<file path="src/rtl/core/hnta_lane.sv">
// hnta_lane: squared euclidean distance of one calibration entry to the
// reference triple, registered; depends on nothing
`default_nettype none
module hnta_lane #(
    parameter int SAMPLE_BITS = 12
) (
    input  wire logic                       i_clk,
    input  wire logic [2:0][SAMPLE_BITS-1:0] i_entry,
    input  wire logic [2:0][SAMPLE_BITS-1:0] i_ref,
    output logic [2*SAMPLE_BITS+1:0]        o_d2
);
    localparam int D2_W = 2*SAMPLE_BITS+2;

    logic [2:0][SAMPLE_BITS-1:0]   w_diff;
    logic [2:0][2*SAMPLE_BITS-1:0] w_sq;
    logic [D2_W-1:0]               n_d2;
    logic [D2_W-1:0]               r_d2;

    always_comb begin
        for (int k = 0; k < 3; k++) begin
            w_diff[k] = (i_entry[k] >= i_ref[k]) ? i_entry[k] - i_ref[k]
                                                : i_ref[k] - i_entry[k];
            w_sq[k]   = w_diff[k] * w_diff[k];
        end
        n_d2 = D2_W'(w_sq[0]) + D2_W'(w_sq[1]) + D2_W'(w_sq[2]);
    end

    always_ff @(posedge i_clk) begin
        r_d2 <= n_d2;
    end

    assign o_d2 = r_d2;

endmodule
`default_nettype wire

</file>
<file path="config.mk">
export PLATFORM = sky130hd
export DESIGN_NAME = hnta_lane
export DESIGN_NICKNAME = d
export VERILOG_FILES = /design/src/rtl/core/hnta_lane.sv
export SDC_FILE = /design/constraint.sdc
export NUM_CORES = 1
export LEC_CHECK = 0
export ABC_AREA = 1
export BUFFER_PORTS_ARGS = -buffer_cell sky130_fd_sc_hd__buf_2
export CAP_MARGIN = 5
export CORE_MARGIN = 2
export CORE_UTILIZATION = 60
export CTS_CLUSTER_SIZE = 20
export DETAILED_ROUTE_END_ITERATION = 16
export PLACE_DENSITY_LB_ADDON = 0.05
export SKIP_CTS_REPAIR_TIMING = 1
export SLEW_MARGIN = 30
export SYNTH_ARGS = -nofsm -noshare
export SYNTH_HDL_FRONTEND = slang
export SYNTH_SLANG_ARGS = --single-unit
</file>
<file path="constraint.sdc">
create_clock -name i_clk -period 8.6 [get_ports i_clk]
set_input_delay 0 -clock i_clk [delete_from_list [all_inputs] [get_ports i_clk]]
set_output_delay 0 -clock i_clk [all_outputs]
set_load 0.01 [all_outputs]
</file>
==> results by stage, run 1 <==
CTS:
- The root buffer cell is sky130_fd_sc_hd__clkbuf_16.
- CTS built an H-tree with a depth of 1.
- After clock tree synthesis, the clock-pin slew on the worst setup and hold paths is about 0.080 ns.
- The clock tree from TritonCTS is yes.
- Counting the buffers created by CTS gives 3.
- The buffer depth of the longest clock path is 2.
- Counting every sink on the clock net gives 26.

Placed design:
- The port buffer count is 98.
- The global placer's final weighted congestion is 0.9763.
- Detailed placement finished with a half-perimeter wire length of 39340 um.

Floorplan:
- The number of core rows is 62.
- For this design the top-level I/O count stands at 99.
- In this run the standard cell core region covers 28630 sq um.
- The chip height is 174.4 um.
- The initial utilization of the core area, before any placement, comes to 0.6086.
- The floorplan step set the die width to roughly 170 um.
- The die covers 30420 sq um.

Timing:
- The final setup violation count is 0.
- Timing would allow up to 124.0 MHz.
- Setup repair after global routing left no endpoint under its margin.
- The tightest hold path in the finished design has a slack of between 0.4 and 0.5 ns.
- The headroom to the max-slew limit is 0.6098.
- The share of the clock period used by the worst path after layout is 0.9374.
- The minimum clock period after layout is 8.062 ns.
- The count of final hold-check violations is 0.
- The slew of the pin with the lowest slew margin is 0.5839 ns.
- The setup TNS after final layout is 0 ns.
- The total count of max-transition violations in the final report is 0.

Cells and area:
- The register with the most flip-flops in the layout has 26 of them.
- The repair_antennas step left the layout with diodes totalling 0.
- The area growth from synthesis to layout is 5.559%.
- The area of combinational cells with multiple inputs is 13990 sq um.
- At the end of the flow, the number of nets in the layout was 2977.
- Of the cells placed in the final design, the portion with a size suffix greater than 1 is 0.09532.
- The filler cell count is 2625.
- Across the whole layout, storage elements account for 520.5 sq um.

Synthesis:
- The number of warning messages in the yosys log is 0.
- Synthesis inferred 26 register bits.
- The post-synthesis compound-gate area fraction is 0.04754.
- The fraction of synthesized area in multiplexers is 0.
- The share of synthesized cell area in and, or, nand and nor gates is 0.1809.
- Averaged over all synthesized cells, the footprint is between 7 and 8 sq um.
- The total nets after synthesis is roughly 2900.
- The area share of xor/xnor cells in the synthesized design is 0.03383.
- Counting every instance in the synthesized netlist gives approximately 2300.
- sky130_fd_sc_hd__fa_1 takes more of the synthesized area than any other cell.
- The fraction of the mapped netlist area in adder cells is 0.5398.
- The area of the mapped netlist is 17420 sq um.
- After synthesis, the netlist uses 40 different library cells.
- The area share of the leading cell type in the synthesized netlist is 0.3804.
- After synthesis, the largest family of logic cells by area is adder cells.
- The share of the Yosys chip area taken by registers is 0.02988.
- Sorting the synthesized cells by area gives the leading types as sky130_fd_sc_hd__fa_1 (38%), sky130_fd_sc_hd__ha_1 (16%), sky130_fd_sc_hd__inv_1 (15%), sky130_fd_sc_hd__nand2_1 (8.5%), sky130_fd_sc_hd__nor2_1 (4.3%).

GRT:
- The total overflow left after global routing is 0.
- The overall fraction of global-route tracks in use is 0.2991.
- The number of antenna violations at the first check in global routing was 0.
- Entering global routing, the biggest net connects 16 pins.
- The number of global-route vias before repair is approximately 14000.
- The global-route wire length before repair is ~71000 um.

Critical path:
- For this run, the slowest stage of the critical path takes 0.55 ns.
- The critical path launch point is i_entry[0].
- STA puts the critical path data required time at 8.76 ns.
- The category of the worst setup path launch point is an input pin.
- The buffers plus inverters on the worst setup path is 11.
- The critical path arrival is 8.22 ns.
- The category of the critical setup timing path is in2reg.
- Among all stages on the critical path, the largest delay is contributed by sky130_fd_sc_hd__fa_1.
- In this run the number of cells on the critical path is 36.
- Following the worst setup path forward leads to its endpoint at o_d2[25].
- The most numerous cell type found on the critical path is sky130_fd_sc_hd__fa_1.
- STA classifies the critical path endpoint as a register.
- Among cell families on the critical path, the largest total delay comes from adder cells.
- Along the worst path, the maximum fanout reaches 13.

Min path:
- The hold-critical path depth is 5.
- The min-delay analysis places its worst path in the category in2reg.

Routing:
- The DRC violations left is 0.
- In this run the remaining antenna-violating nets after routing total 0.
- The detailed-router iteration count before antenna repair is 5.
- After detailed routing, the number of vias per cell comes to 5.041.
- After detailed routing, the average wire length per cell comes to 15.63 um.
- The routed layout has roughly 14000 vias.
- The final layout contains routed wiring with a total length of 42720 um.
- The DRC violation total after the first TritonRoute iteration is 787.

Run:
- The number of max-cap violations is 0.

Run status:
- The flow ran to the end, and the final reports show no timing, DRC or antenna violations.
routing by layer:
| layer | share of wire | up-vias | routed length (um) | track usage |
|---|---|---|---|---|
| met2 | 0.48 | 345 | 20560 | 0.5074 |
| li1 | - | 6686 | - | - |
| met1 | 0.43 | 6701 | 18520 | 0.4083 |
| met5 | 0 | - | 0 | 0 |
| met3 | 0.059 | 49 | 2507 | 0.04178 |
| met4 | 0.026 | 0 | 1129 | 0.06898 |
per-stage QoR:
stage / setup slack (ns) / std cells / cell area, sq um / utilization
floorplan: 1.391 / 2261 / 17420 / -
global placement: 0.2068 / 2730 / 18270 / 0.6383
detailed placement: 0.07357 / 2730 / 18270 / 0.6383
CTS: 0.3386 / 2734 / 18380 / 0.6420
global route: 0.05662 / 2734 / 18390 / 0.6425
finish: 0.5381 / 2734 / 18390 / 0.6425
final cells by class:
cell class / count / share of cell area
inverter: 707 / 0.1448
timing repair buffer: 117 / 0.03443
sequential: 26 / 0.02830
tap: 384 / 0.02613
clock inverter: 1 / 0.001633
clock buffer: 3 / 0.004082
multi-input combinational: 1496 / 0.7606
tightest hold or removal path: stages:
cell and delay (ns):
sky130_fd_sc_hd__buf_2 0.09, sky130_fd_sc_hd__ha_1 0.15, sky130_fd_sc_hd__buf_4 0.20, sky130_fd_sc_hd__fa_1 0.18
sky130_fd_sc_hd__inv_1 0.03
cells by family after synthesis:
logic type / after synthesis
xor+xnor: 63
simple gates: 742
compound gates: 138
fa+ha+maj: 553
buf+inv: 739
flops: 26
Yosys cell counts:
library cell and count:
sky130_fd_sc_hd__a21boi_0 4, sky130_fd_sc_hd__a21o_1 15, sky130_fd_sc_hd__a21oi_1 63, sky130_fd_sc_hd__a21oi_2 1, sky130_fd_sc_hd__a21oi_4 1, sky130_fd_sc_hd__a31oi_1 7
sky130_fd_sc_hd__and2_1 1, sky130_fd_sc_hd__buf_2 3, sky130_fd_sc_hd__buf_4 8, sky130_fd_sc_hd__buf_6 14, sky130_fd_sc_hd__clkbuf_1 3, sky130_fd_sc_hd__clkbuf_2 4
sky130_fd_sc_hd__clkinv_1 1, sky130_fd_sc_hd__dfxtp_1 26, sky130_fd_sc_hd__fa_1 331, sky130_fd_sc_hd__ha_1 222, sky130_fd_sc_hd__inv_1 684, sky130_fd_sc_hd__inv_2 18
sky130_fd_sc_hd__inv_4 4, sky130_fd_sc_hd__nand2_1 393, sky130_fd_sc_hd__nand2_2 32, sky130_fd_sc_hd__nand2_4 4, sky130_fd_sc_hd__nand3_1 61, sky130_fd_sc_hd__nand3_2 4
sky130_fd_sc_hd__nand3b_1 1, sky130_fd_sc_hd__nand4_1 11, sky130_fd_sc_hd__nor2_1 198, sky130_fd_sc_hd__nor2_2 24, sky130_fd_sc_hd__nor2_4 7, sky130_fd_sc_hd__nor3_1 5
sky130_fd_sc_hd__o2111ai_1 1, sky130_fd_sc_hd__o21a_2 1, sky130_fd_sc_hd__o21ai_0 18, sky130_fd_sc_hd__o21ai_1 7, sky130_fd_sc_hd__o21ai_4 1, sky130_fd_sc_hd__o21bai_1 19
sky130_fd_sc_hd__or2_2 1, sky130_fd_sc_hd__xnor2_1 18, sky130_fd_sc_hd__xor2_1 43, sky130_fd_sc_hd__xor2_4 2
worst min path at each step:
stage,startpoint,to
global route,i_ref[24],o_d2[0]
detailed placement,o_d2[0],o_d2[0]
finish,i_ref[24],o_d2[0]
global placement,o_d2[15],o_d2[15]
floorplan,o_d2[0],o_d2[0]
CTS,i_ref[24],o_d2[0]
cells in the final DEF (no fill, tap or decap), drive strengths merged, types with 19 or more instances in the layout:
cell,count
inv,706
nand2,429
fa,331
nor2,229
ha,222
buf,117
a21oi,65
nand3,65
xor2,45
dfxtp,26
o21ai,26
o21bai,19
Power of run 1 is left out: the tool's default activity adds up to more than one toggle a clock period on the data nets, which glitch-free logic cannot reach.
==> run 2: changes to the inputs <==
==> constraint.sdc (replaced) <==
create_clock -name i_clk -period 8.5 [get_ports i_clk]
set_input_delay 0 -clock i_clk [delete_from_list [all_inputs] [get_ports i_clk]]
set_output_delay 0 -clock i_clk [all_outputs]
set_load 0.01 [all_outputs]
==> results by stage, run 2 (synthesis results as in run 1) <==
Routing:
- The DRC violations left is 0 (unchanged).
- The detailed-route vias per instance is 5.008 (was 5.041).
- The per-cell routed wire length is 15.71 um (was 15.63 um).
- The final wirelength is 42950 um (was 42720 um).
- The detailed-router iteration count before antenna repair is 5 (unchanged).
- The number of routed nets with antenna violations is 0 (unchanged).
- The number of vias in the routed layout is 13700 (was 13780).
- The DRC violation total after the first TritonRoute iteration is 896 (was 787).

Critical path:
- The library cell appearing most often on the critical path is sky130_fd_sc_hd__fa_1 (unchanged).
- The critical path arrival came to 8.21 ns (was 8.22 ns).
- The peak per-stage delay on the critical path is 0.57 ns (was 0.55 ns).
- The master of the slowest instance on the critical path was sky130_fd_sc_hd__fa_1 (unchanged).
- The category of the worst setup path launch point was an input pin (unchanged).
- The category of the critical setup timing path is in2reg (unchanged).
- The kind of end point of the critical path is a register (unchanged).
- The data required time at the worst endpoint was 8.66 ns (was 8.76 ns).
- The highest fanout seen on the critical path came to 11 (was 13).

Timing:
- The slew of the pin with the lowest slew margin was 0.5380 ns (was 0.5839 ns).
- The final critical-path setup slack is 0.4536 ns (was 0.5381 ns).
- The highest attainable clock frequency is between 100 and 150 MHz.
- The share of the clock period used by the worst path after layout is 0.9466.
- The total count of max-transition violations in the final report is 0 (unchanged).
- The minimum clock period after layout is 8.046 ns.
- Unrepaired setup endpoints after global routing: no (unchanged).
- The headroom to the max-slew limit is 0.6405 (was 0.6098).
- The setup TNS after final layout was 0 ns (unchanged).
- The worst hold slack came to 0.4334 ns (was 0.4111 ns).
- The count of final hold-check violations is 0 (unchanged).
- The final setup violation count was 0 (unchanged).

Floorplan:
- The count of boundary I/O pins is 99 (unchanged).
- The chip width is 174.4 um (unchanged).
- The effective utilization at floorplan was 0.6086 (unchanged).
- The number of core rows came to 62 (unchanged).
- The chip height came to 174.4 um (unchanged).
- The placeable core region is 28630 sq um (unchanged).
- The die footprint is 30420 sq um (unchanged).

CTS:
- The buffer depth of the longest clock path is 2 (unchanged).
- The root buffer cell is sky130_fd_sc_hd__clkbuf_16 (unchanged).
- The total CTS buffers was 3 (unchanged).
- The total clock sinks is 26 (unchanged).
- The count of H-tree levels built during CTS is 1 (unchanged).
- The clock tree from TritonCTS was yes (unchanged).
- The clock-pin slew on the worst setup and hold paths is 0.08 ns (about the same).

GRT:
- The largest net degree at the start of global routing came to 16 (unchanged).
- The overall fraction of global-route tracks in use was 0.3016 (was 0.2991).
- The number of global-route vias before repair is 14520 (was 14350).
- The global-route wire length before repair came to 72000 um (was 71340 um).
- The leftover overflow at the end of global routing is 0 (unchanged).
- The number of antenna violations at the first check in global routing is 0 (unchanged).

Cells and area:
- The most common library cell in the layout ignoring fill and taps is sky130_fd_sc_hd__inv_1 (unchanged).
- The area growth from synthesis to layout is 5.573% (was 5.559%).
- The flip-flop count of the largest register, all copies and words added is 26 (unchanged).
- The filler cell count is 2668 (was 2625).
- The final standard cell area without fillers came to 18390 sq um (about the same).
- The number of antenna repair diodes was 0 (unchanged).
- The share of post-route cells with drive strength above 1 is 0.09570 (was 0.09532).
- Commonest cells after routing, fill and taps aside: sky130_fd_sc_hd__inv_1 (684), sky130_fd_sc_hd__nand2_1 (391), sky130_fd_sc_hd__fa_1 (331) (unchanged).
- The number of nets in the layout is 2978 (was 2977).

Run:
- The number of max-cap violations is 0 (unchanged).

Placed design:
- The cell area after placement is 18280 sq um (was 18270 sq um).
- The pre-CTS worst setup slack is 0.1047 ns (was 0.07357 ns).
- The global placer's final weighted congestion came to 0.9757 (was 0.9763).
- The estimated wirelength of the detail-placed design is 39300 um (was 39340 um).
- The port buffer count was 98 (unchanged).

Min path:
- The worst hold path startpoint was i_ref[24] (unchanged).
- The hold-critical path depth came to 5 (unchanged).
- The path category of the worst min-delay check was in2reg (unchanged).
- The end point of the most critical hold path is o_d2[0] (unchanged).

Run status:
- Result of the run: complete, no violations (unchanged).
## run 2: changes by cell type in the layout (fill, tap and decap cells not counted), sizes merged
cell  delta
buf      +1
## run 2: worst max path at each step
stage	startpoint	endpoint	cells after the start
2_1_floorplan	i_entry[0]	o_d2[23]	36
3_5_place_dp	i_entry[0]	o_d2[18]	35
3_3_place_gp	i_entry[0]	o_d2[16]	34
5_1_grt	i_entry[0]	o_d2[22]	34
6_report	i_entry[0]	o_d2[18]	35
4_1_cts	i_entry[0]	o_d2[18]	35
## run 2: critical path: cells and delay by family
kind | cells | cell delay [ns]
buffers and inverters | 10 | 0.66
AOI/OAI and AO/OA | 3 | 0.63
adders and majority gates | 11 | 5.13
xor gates and xnor gates | 1 | 0.15
and+or+nand+nor | 10 | 1.61
## run 2: area by class of cell
class,count,area (sq um),area share
Multi-Input combinational cell,1496,13980,0.7602
Tap cell,384,480.5,0.02612
Inverter,707,2664,0.1448
Clock buffer,3,75.07,0.004082
Timing Repair Buffer,118,640.6,0.03483
Clock inverter,1,30.03,0.001633
Sequential cell,26,520.5,0.02830
## run 2: through the flow
stage / utilization / cells
2_1_floorplan: - / 2261
3_3_place_gp: 0.6386 / 2731
3_5_place_dp: 0.6386 / 2731
4_1_cts: 0.6422 / 2735
5_1_grt: 0.6425 / 2735
6_report: 0.6425 / 2735
## run 2: routing by layer
metal / share of wire / up-vias / global-route usage
met1: 0.44 / 6638 / 0.4121
li1: - / 6687 / -
met4: 0.023 / 0 / 0.06513
met5: 0 / - / 0
met3: 0.059 / 44 / 0.04243
met2: 0.48 / 327 / 0.5131
Power of run 2 is left out for the same reason.
