$ cat config.mk
export PLATFORM = sky130hd
export DESIGN_NAME = hnta_sqrt
export DESIGN_NICKNAME = d
export VERILOG_FILES = /design/src/rtl/core/hnta_pkg.sv /design/src/rtl/core/hnta_sqrt.sv
export SDC_FILE = /design/constraint.sdc
export NUM_CORES = 1
export LEC_CHECK = 0
export ABC_AREA = 1
export BUFFER_PORTS_ARGS = -buffer_cell sky130_fd_sc_hd__buf_4
export CELL_PAD_IN_SITES_DETAIL_PLACEMENT = 1
export CELL_PAD_IN_SITES_GLOBAL_PLACEMENT = 1
export CORE_ASPECT_RATIO = 1.75
export CORE_UTILIZATION = 47
export DETAILED_ROUTE_END_ITERATION = 7
export PLACE_DENSITY = 0.89
export SYNTH_ARGS = -nofsm -noshare
export SYNTH_HDL_FRONTEND = slang
export SYNTH_SLANG_ARGS = --single-unit
$ cat constraint.sdc
create_clock -name i_clk -period 11.6 [get_ports i_clk]
set_input_delay 1.74 -clock i_clk [delete_from_list [all_inputs] [get_ports i_clk]]
set_output_delay 1.74 -clock i_clk [all_outputs]
set_load 0.05 [all_outputs]
$ cat src/rtl/core/hnta_pkg.sv
// hnta_pkg: shared constants, default calibration table and operation codes
// for the hall sensor angle estimator; used by every module in rtl/core except hnta_lane
`default_nettype none
package hnta_pkg;

    localparam int NUM_ENTRIES_DEF     = 12;
    localparam int SAMPLE_BITS_DEF     = 12;
    localparam int ANGLE_FRAC_BITS_DEF = 10;

    localparam int FIELD_BITS   = 12;
    localparam int DEFAULT_BITS = 16;
    localparam int DEFAULT_ROWS = 12;
    localparam int ROOT_SHIFT   = 28;
    localparam int SCALE_BITS   = 40;
    localparam int INDEX_BITS   = 4;
    localparam int ANGLE_BITS   = 15;

    localparam logic OP_WRITE   = 1'b0;
    localparam logic OP_CONVERT = 1'b1;

    typedef logic [DEFAULT_BITS-1:0] t_default_row [3];

    localparam logic [DEFAULT_BITS-1:0] DEFAULT_TRIPLES [DEFAULT_ROWS][3] = '{
        '{16'd2626, 16'd2902, 16'd2995}, '{16'd2402, 16'd2767, 16'd3024},
        '{16'd2331, 16'd2590, 16'd3006}, '{16'd2290, 16'd2375, 16'd2795},
        '{16'd2263, 16'd2224, 16'd2549}, '{16'd2418, 16'd2259, 16'd2426},
        '{16'd2628, 16'd2328, 16'd2364}, '{16'd2861, 16'd2447, 16'd2331},
        '{16'd2942, 16'd2601, 16'd2331}, '{16'd2989, 16'd2835, 16'd2532},
        '{16'd3008, 16'd2997, 16'd2766}, '{16'd2851, 16'd2977, 16'd2915}
    };

endpackage
`default_nettype wire

$ cat src/rtl/core/hnta_sqrt.sv
// hnta_sqrt: bit-serial integer square root of d2 * 2^28, one root bit
// per cycle; uses hnta_pkg
`default_nettype none
module hnta_sqrt #(
    parameter int IN_W = 26
) (
    input  wire logic                                   i_clk,
    input  wire logic                                   i_rst_n,
    input  wire logic                                   i_start,
    input  wire logic [IN_W-1:0]                        i_d2,
    output logic                                        o_done,
    output logic [(IN_W+hnta_pkg::ROOT_SHIFT)/2-1:0]    o_root
);
    localparam int RAD_W  = IN_W + hnta_pkg::ROOT_SHIFT;
    localparam int ROOT_W = RAD_W / 2;
    localparam int REM_W  = ROOT_W + 2;
    localparam int CNT_W  = $clog2(ROOT_W + 1);

    logic [RAD_W-1:0]  r_rad;
    logic [REM_W-1:0]  r_rem;
    logic [ROOT_W-1:0] r_root;
    logic [CNT_W-1:0]  r_cnt;
    logic              r_busy;
    logic              r_done;
    logic [REM_W+1:0]  w_rem2;
    logic [REM_W+1:0]  w_trial;

    assign w_rem2  = {r_rem, r_rad[RAD_W-1 -: 2]};
    assign w_trial = {2'b00, r_root, 2'b01};

    always_ff @(posedge i_clk) begin
        if (!i_rst_n) begin
            r_busy <= 1'b0;
            r_done <= 1'b0;
        end else begin
            r_done <= 1'b0;
            if (i_start) begin
                r_busy <= 1'b1;
                r_rad  <= {i_d2, {hnta_pkg::ROOT_SHIFT{1'b0}}};
                r_rem  <= '0;
                r_root <= '0;
                r_cnt  <= CNT_W'(ROOT_W);
            end else if (r_busy) begin
                r_rad <= r_rad << 2;
                if (w_rem2 >= w_trial) begin
                    r_rem  <= REM_W'(w_rem2 - w_trial);
                    r_root <= {r_root[ROOT_W-2:0], 1'b1};
                end else begin
                    r_rem  <= REM_W'(w_rem2);
                    r_root <= {r_root[ROOT_W-2:0], 1'b0};
                end
                r_cnt <= r_cnt - 1'b1;
                if (r_cnt == CNT_W'(1)) begin
                    r_busy <= 1'b0;
                    r_done <= 1'b1;
                end
            end
        end
    end

    assign o_done = r_done;
    assign o_root = r_root;

endmodule
`default_nettype wire

==> summary.md, run 1 <==
| Metric | Value |
|---|---|
| Status | finished, final reports clean |
| Syn_nets | 928 |
| Ys flop type | edfxtp_1 |
| Peak supply drop | 0.0979 mV |
| Worst R2R Setup Slack | 8.67 ns |
| Vias in the first global route | 6056 |
| Synthesis-stage register bit count | 89 |
| Die footprint | 13600 um2 |
| Switch Pwr | 0.356 mW |
| Die height | 153 um |
| HP Class | reg2reg |
| Largest cells by area after synthesis | edfxtp_1 42%, nand2_1 22%, inv_1 9.3% |
| Hold Vio Cnt, Final | 0 |
| YS warnings | 0 |
| Starting Density | 47.9% |
| Avg Inst Size Synth | 7.10 um2 |
| Die Width | 88.5 um |
| Combinational Power Share | 30.2% |
| Port Buffers | 56 |
| Drt wl/cell | 15.6 um |
| CP Max Fanout | 63 |
| Total Wirelength | 17.1 mm |
| Finished Core Util | 54.5% |
| I/O pins | 57 |
| Synthesized area | 6160 um2 |
| Fin crit share | 37.5% |
| Hold Path End | r_rad[48]$_DFFE_PP_ |
| Fmax | 0.230 GHz |
| Inserted Diodes | 0 |
| Clk_lat worst skew | 0.35 ns |
| CTS tree | done |
| Reg-to-reg startpoint | o_root[0]$_SDFFCE_PP0P_ |
| Count leader, synth | nand2_1 |
| Placer's final routability congestion estimate | 0.904 |
| Clock buffer depth | 2 |
| Crit path largest cell delay | 0.76 ns |
| CP Buf/Inv Count | 4 |
| Reg2reg path depth | 14 |
| CTS Sinks | 89 |
| Largest net degree at the start of global routing | 64 |
| Reg2reg end | r_rem[28]$_SDFFCE_PP0P_ |
| Startpoint types | input pin |
| Core ar. | 12900 um2 |
| Critical path's slowest cell | a21oi_4 |
| GR Overflow Total | 0 |
| DP HPWL | 13.0 mm |
| Root Driver | clkbuf_16 |
| Worst slew margin | 42.9% |
| Req. time, crit path | 11.57 ns |
| Hold WS | 0.528 ns |
| Setup TNS Final | 0 ns |
| CP Data Arrival Time | 4.33 ns |
| MaxCap Viol Count | 0 |
| Pre-antenna DRT Iters | 6 |
| Synth cell count leaders | 357 x nand2_1, 153 x inv_1, 118 x nor2_1, 87 x edfxtp_1, 31 x ha_1 |
| Antenna violation net count after detailed routing | 0 |
| GRT Total Usage | 27.5% |
| Row count | 55 |
| Cell Count, Final, Fillers Out | 1094 |
| Syn-to-layout area delta | 13.9% |
| Synth unique cells | 37 |
| H-Tree Depth | 3 |
| Layout Skew | 0.0105 ns |
| CTS resizes | 0 |
| Critical path cell sequence | buf_4 > inv_1 > buf_4 > a21oi_4 > buf_4 |
| Hold Startpoint | r_rad[46]$_DFFE_PP_ |
| Int Pwr | 0.654 mW |
| First-pass GRT wire length | 28.3 mm |
| Hold Path Depth | 2 |
| Post-synthesis sequential area ratio | 43.1% |
| Asr flop ratio synth | 0% |
| Worst setup EP type | register |
| Placed insts | 1078 |
| Post-Syn Instances | 868 |
| Setup violators final | 0 |
| Worst Tran Pin Value | 0.854 ns |
| Net Sw Frac | 35.2% |
| CP delay by family, top | buffers and inverters |
| Final Critical Period | 4.35 ns |
| Unrepaired setup endpoints after global routing | no |
| Post-synth EDFFs | 87 |
| Critical setup path kind | in2reg |
| Clock power frac | 30.2% |
| Post-layout net count | 978 |
| Buffer count from post-CTS setup fixing | 0 |
| Power, Total | 1.01 mW |
| Leak Pwr | 3.71 nW |
| Layout cells sized above 1 | 9.43% |
| Area leader, netlist | edfxtp_1 |
| Pwr dens | 144 nW/um2 |
| DR vias | 5550 |
| TritonCTS Buffers | 9 |
| Worst path most repeated cell | buf_4 |
| Worst-path clk slew | 0.07 ns |
| # DRC | 0 |
| Initial antenna violation count | 0 |
| Routed vias/inst | 5.07 |
| Post-CTS Hold Fix Bufs | 0 |
| Max-slew violations | 0 |
| Synth top area share | 42.4% |
| Seq pwr share | 39.6% |
| DRT iter0 DRCs | 207 |
## worst max path at each step
stage / from / endpoint / slack, ns / cells after the start
floorplan: i_start / o_root[0]$_SDFFCE_PP0P_ / 4.70 / 4
global placement: i_start / r_rem[15]$_SDFFCE_PP0P_ / 6.96 / 5
detailed placement: i_start / o_root[14]$_SDFFCE_PP0P_ / 6.90 / 5
CTS: i_start / r_rem[13]$_SDFFCE_PP0P_ / 7.23 / 5
global route: i_start / o_root[12]$_SDFFCE_PP0P_ / 7.01 / 5
finish: i_start / r_rem[13]$_SDFFCE_PP0P_ / 7.25 / 5
## metrics by stage
step                      area (um2)  worst slack (ns)
after floorplan                 6160              4.70
after global placement          6710              6.96
after detailed placement        6710              6.90
after CTS                       7010              7.23
after global routing            7010              7.01
final                           7010              7.25
## worst min-delay path, cell delays in order, from the launching register on
cell and delay (ns):
edfxtp_1 0.33, nand2_1 0.05, nand2_1 0.05
## final cells by class
cell class                      count  area, um2
Fill cell                        1706       5850
Multi-Input combinational cell    605       2830
Sequential cell                    89       2650
Inverter                          155        582
Timing Repair Buffer               58        435
Clock buffer                       10        229
Tap cell                          171        214
Clock inverter                      6       73.8
## power by group through the flow
stage	logic (mW)	registers [mW]	clock network [mW]
final	0.305	0.400	0.305
after global routing	0.343	0.402	0.316
after CTS	0.305	0.400	0.308
after detailed placement	0.301	0.407	0
after global placement	0.291	0.405	0
after floorplan	0.201	0.425	0
## placed cells by master, fill, tap and decap left out, types with 2 or more instances in the layout
| cell | instances |
|---|---|
| buf_4 | 58 |
| and2_1 | 5 |
| clkbuf_16 | 9 |
| nand4_1 | 9 |
| xor2_1 | 2 |
| nand2_1 | 357 |
| ha_1 | 31 |
| o21ai_0 | 2 |
| edfxtp_1 | 87 |
| clkinvlp_4 | 2 |
| nor2_1 | 118 |
| dfxtp_1 | 2 |
| xnor2_1 | 12 |
| inv_1 | 153 |
| o21bai_1 | 3 |
| nand3_1 | 29 |
| nand2_2 | 4 |
| nand3b_1 | 3 |
| a21oi_1 | 14 |
## sequential cells by signal, summed over array words and instances (netlist names)
| name | cells |
|---|---|
| r_rem | 29 |
| o_root | 27 |
| r_rad | 26 |
| r_cnt | 5 |
| o_done | 1 |
| r_busy | 1 |
## logic make-up after synthesis
family,synth area share [%]
fa+ha+maj,6.30
buf+inv,11.2
xor+xnor,1.99
flops,43.1
compound gates,2.21
simple gates,35.2
## metal layers
layer	GRT usage [%]	up-vias	share of wire (%)
met5	0	-	0
met4	15.6	0	6.0
met3	4.37	66	2.7
met2	51.9	112	56
met1	27.1	2625	36
li1	-	2747	-
Note: power is estimated with default switching activity, not from simulation.
==> inputs of run 2 (changes only) <==
--- a/config.mk
+++ b/config.mk
@@ -5,14 +5,14 @@
 export SDC_FILE = /design/constraint.sdc
 export NUM_CORES = 1
 export LEC_CHECK = 0
-export ABC_AREA = 1
+export ABC_AREA = 0
 export BUFFER_PORTS_ARGS = -buffer_cell sky130_fd_sc_hd__buf_4
 export CELL_PAD_IN_SITES_DETAIL_PLACEMENT = 1
 export CELL_PAD_IN_SITES_GLOBAL_PLACEMENT = 1
 export CORE_ASPECT_RATIO = 1.75
 export CORE_UTILIZATION = 47
 export DETAILED_ROUTE_END_ITERATION = 7
-export PLACE_DENSITY = 0.89
+export PLACE_DENSITY = 0.83
 export SYNTH_ARGS = -nofsm -noshare
 export SYNTH_HDL_FRONTEND = slang
 export SYNTH_SLANG_ARGS = --single-unit
==> constraint.sdc (replaced) <==
create_clock -name i_clk -period 4.2 [get_ports i_clk]
set_input_delay 0.63 -clock i_clk [delete_from_list [all_inputs] [get_ports i_clk]]
set_output_delay 0.63 -clock i_clk [all_outputs]
set_load 0.05 [all_outputs]
==> summary.md, run 2 <==
| Metric | Value |
|---|---|
| GR Overflow Total | 0 |
| Synth cell count leaders | 87 x edfxtp_1, 65 x nor2_1, 34 x inv_1, 31 x ha_1, 25 x mux2i_1 |
| Hold WS | 0.525 ns |
| CTS resizes | 0 |
| Avg Inst Size Synth | 11.2 um2 |
| Post-CTS Hold Fix Bufs | 0 |
| I/O pins | 57 |
| # DRC | 0 |
| Syn-to-layout area delta | 16.4% |
| Synth top area share | 50.2% |
| Req. time, crit path | 4.26 ns |
| Largest cells by area after synthesis | edfxtp_1 50%, ha_1 7.5%, mux2_2 5.2% |
| Critical path's slowest cell | o21ai_4 |
| Max reg flops | 29 |
| DR vias | 3691 |
| MaxCap Viol Count | 0 |
| Synth unique cells | 54 |
| Clk_lat worst skew | 0.35 ns |
| DRT iter0 DRCs | 99 |
| Largest reg by FF count | r_rem |
| Layout Skew | 0.00996 ns |
| Commonest cells after routing, fill and taps aside | 87 x edfxtp_1, 65 x nor2_1, 60 x buf_4, 34 x inv_1, 31 x ha_1 |
| Drt wl/cell | 18.1 um |
| Setup TNS Final | 0 ns |
| Ys flop type | edfxtp_1 |
| Count leader, synth | edfxtp_1 |
| Fmax | 0.303 GHz |
| Met1 Routed Length | 4.35 mm |
| Worst slew margin | 38.0% |
| Synthesis-stage register bit count | 89 |
| Filler cell count | 1168 |
| Placer's final routability congestion estimate | 0.832 |
| CTS tree | done |
| GRT Total Usage | 22.5% |
| CP delay by family, top | compound AO/OA/AOI/OAI gates |
| Worst setup EP type | register |
| Wire length on met3 | 408 um |
| Fin crit share | 78.5% |
| Inserted Diodes | 0 |
| Die footprint | 11500 um2 |
| Port Buffers | 56 |
| Peak supply drop | 0.310 mV |
| Largest net degree at the start of global routing | 89 |
| Synthesized area | 5210 um2 |
| DR top layer | met4 |
| Post-synth EDFFs | 87 |
| Reg area | 2650 um2 |
| Multi-input logic area | 2360 um2 |
| Post-Syn Instances | 463 |
| Pwr dens | 441 nW/um2 |
| Crit path largest cell delay | 0.43 ns |
| Post-layout net count | 576 |
| DP HPWL | 8.69 mm |
| Post-synthesis sequential area ratio | 50.9% |
| Hold Startpoint | r_busy$_SDFF_PN0_ |
| Initial antenna violation count | 0 |
| Layout cells sized above 1 | 21.1% |
| Starting Density | 48.4% |
| Reg-to-reg startpoint | o_root[2]$_SDFFCE_PP0P_ |
| Final Critical Period | 3.29 ns |
| Clock buffer depth | 2 |
| Routed vias/inst | 5.67 |
| WL met2 | 6.54 mm |
| CP Buf/Inv Count | 2 |
| Critical setup path kind | reg2reg |
| Asr flop ratio synth | 0% |
| Total Wirelength | 11.8 mm |
| Startpoint types | register |
| Leak Pwr | 2.48 nW |
| Area leader, netlist | edfxtp_1 |
| Worst-path clk slew | 0.07 ns |
| Post-route design area | 6060 um2 |
| CP Max Fanout | 11 |
| Setup violators final | 0 |
| Hold Vio Cnt, Final | 0 |
| Root Driver | clkbuf_16 |
| H-Tree Depth | 3 |
| Pre-antenna DRT Iters | 4 |
| Commonest non-fill, non-tap cell in the layout | edfxtp_1 |
| Vias in the first global route | 4078 |
| Syn_nets | 523 |
| Row count | 50 |
| Buffer count from post-CTS setup fixing | 0 |
| Die Width | 81.6 um |
| CP Data Arrival Time | 3.36 ns |
| HP Class | reg2reg |
| Max-slew violations | 0 |
| Power, Total | 2.68 mW |
| Unrepaired setup endpoints after global routing | no |
| Die height | 141 um |
| Worst Tran Pin Value | 0.931 ns |
| Worst path most repeated cell | a21oi_1 |
| TritonCTS Buffers | 9 |
| Antenna violation net count after detailed routing | 0 |
| Core ar. | 10800 um2 |
| CTS Sinks | 89 |
| Critical path cell sequence | inv_1 > ha_1 > a21oi_1 > o21ai_1 > o2111ai_1 > a21oi_1 > nor3_1 > o21ai_2 > o21ai_4 > buf_4 > mux2i_1 > nor2_1 |
| First-pass GRT wire length | 19.5 mm |
| YS warnings | 0 |
| Placed Area | 5770 um2 |
| Status | finished, final reports clean |
| CP startpoint | o_root[2]$_SDFFCE_PP0P_ |
[run 2: cell count changes after synthesis, moves of 7 or more]
cell      previous run  this run
mux2i_1              0        25
xor2_1               2        12
nand3_1             29         4
inv_1              153        34
a21oi_1             15        24
nand2_1            357        20
a21o_1               1        13
clkbuf_1             7        14
nor2_1             118        65
mux2_2               0        24
nor3_1               1         8
[run 2: kinds of logic after synthesis]
group / count (synthesis) / synth area share (%)
buffers and inverters: 53 / 4.06
flip-flops: 89 / 50.9
AND/OR/NAND/NOR: 130 / 11.9
XOR/XNOR: 28 / 4.71
multiplexers: 49 / 10.0
adder cells (fa/ha/maj): 31 / 7.45
AO/OA/AOI/OAI: 83 / 11.0
[run 2: metal layers]
metal	GRT usage [%]	vias up
met3	4.21	42
met1	23.0	1780
met5	0	-
met2	41.1	88
met4	12.6	0
li1	-	1781
[run 2: power by group]
group	switching [mW]	internal (mW)	total (mW)	leakage, nW
clock network	0.369	0.416	0.785	0.138
registers	0.0390	1.08	1.11	0.858
logic	0.458	0.317	0.775	1.48
[run 2: final timing paths]
| check | cells past startpoint | to | slack [ns] |
|---|---|---|---|
| min reg2reg | 1 | o_done$_SDFF_PP0_ | 0.52 |
| max | 12 | r_rem[5]$_SDFFCE_PP0P_ | 0.91 |
| max reg2reg | 12 | r_rem[5]$_SDFFCE_PP0P_ | 0.91 |
| min | 1 | o_done$_SDFF_PP0_ | 0.52 |
[run 2: worst register-to-register path: stages, from the launching register on]
cell and delay (ns):
edfxtp_1 0.38, inv_1 0.08, ha_1 0.37, a21oi_1 0.17, o21ai_1 0.15, o2111ai_1 0.31, a21oi_1 0.14, nor3_1 0.24
o21ai_2 0.14, o21ai_4 0.43, buf_4 0.31, mux2i_1 0.23, nor2_1 0.07
[run 2: area by class of cell]
| type | instances | share of cell area, % |
|---|---|---|
| clock inverters | 6 | 1.01 |
| multi-input cells | 321 | 38.9 |
| flip-flops and latches | 89 | 43.8 |
| inverters | 34 | 2.11 |
| well taps | 130 | 2.68 |
| repair buffers | 61 | 7.76 |
| clock buffers | 10 | 3.78 |
[run 2: metrics by stage]
stage / util, % / setup slack (ns) / instances
after global routing: 56.3 / 0.646 / 651
final: 56.3 / 0.905 / 651
after CTS: 56.3 / 0.893 / 651
after detailed placement: 53.6 / 0.940 / 635
after floorplan: - / 0.846 / 463
after global placement: 53.6 / 1.10 / 635
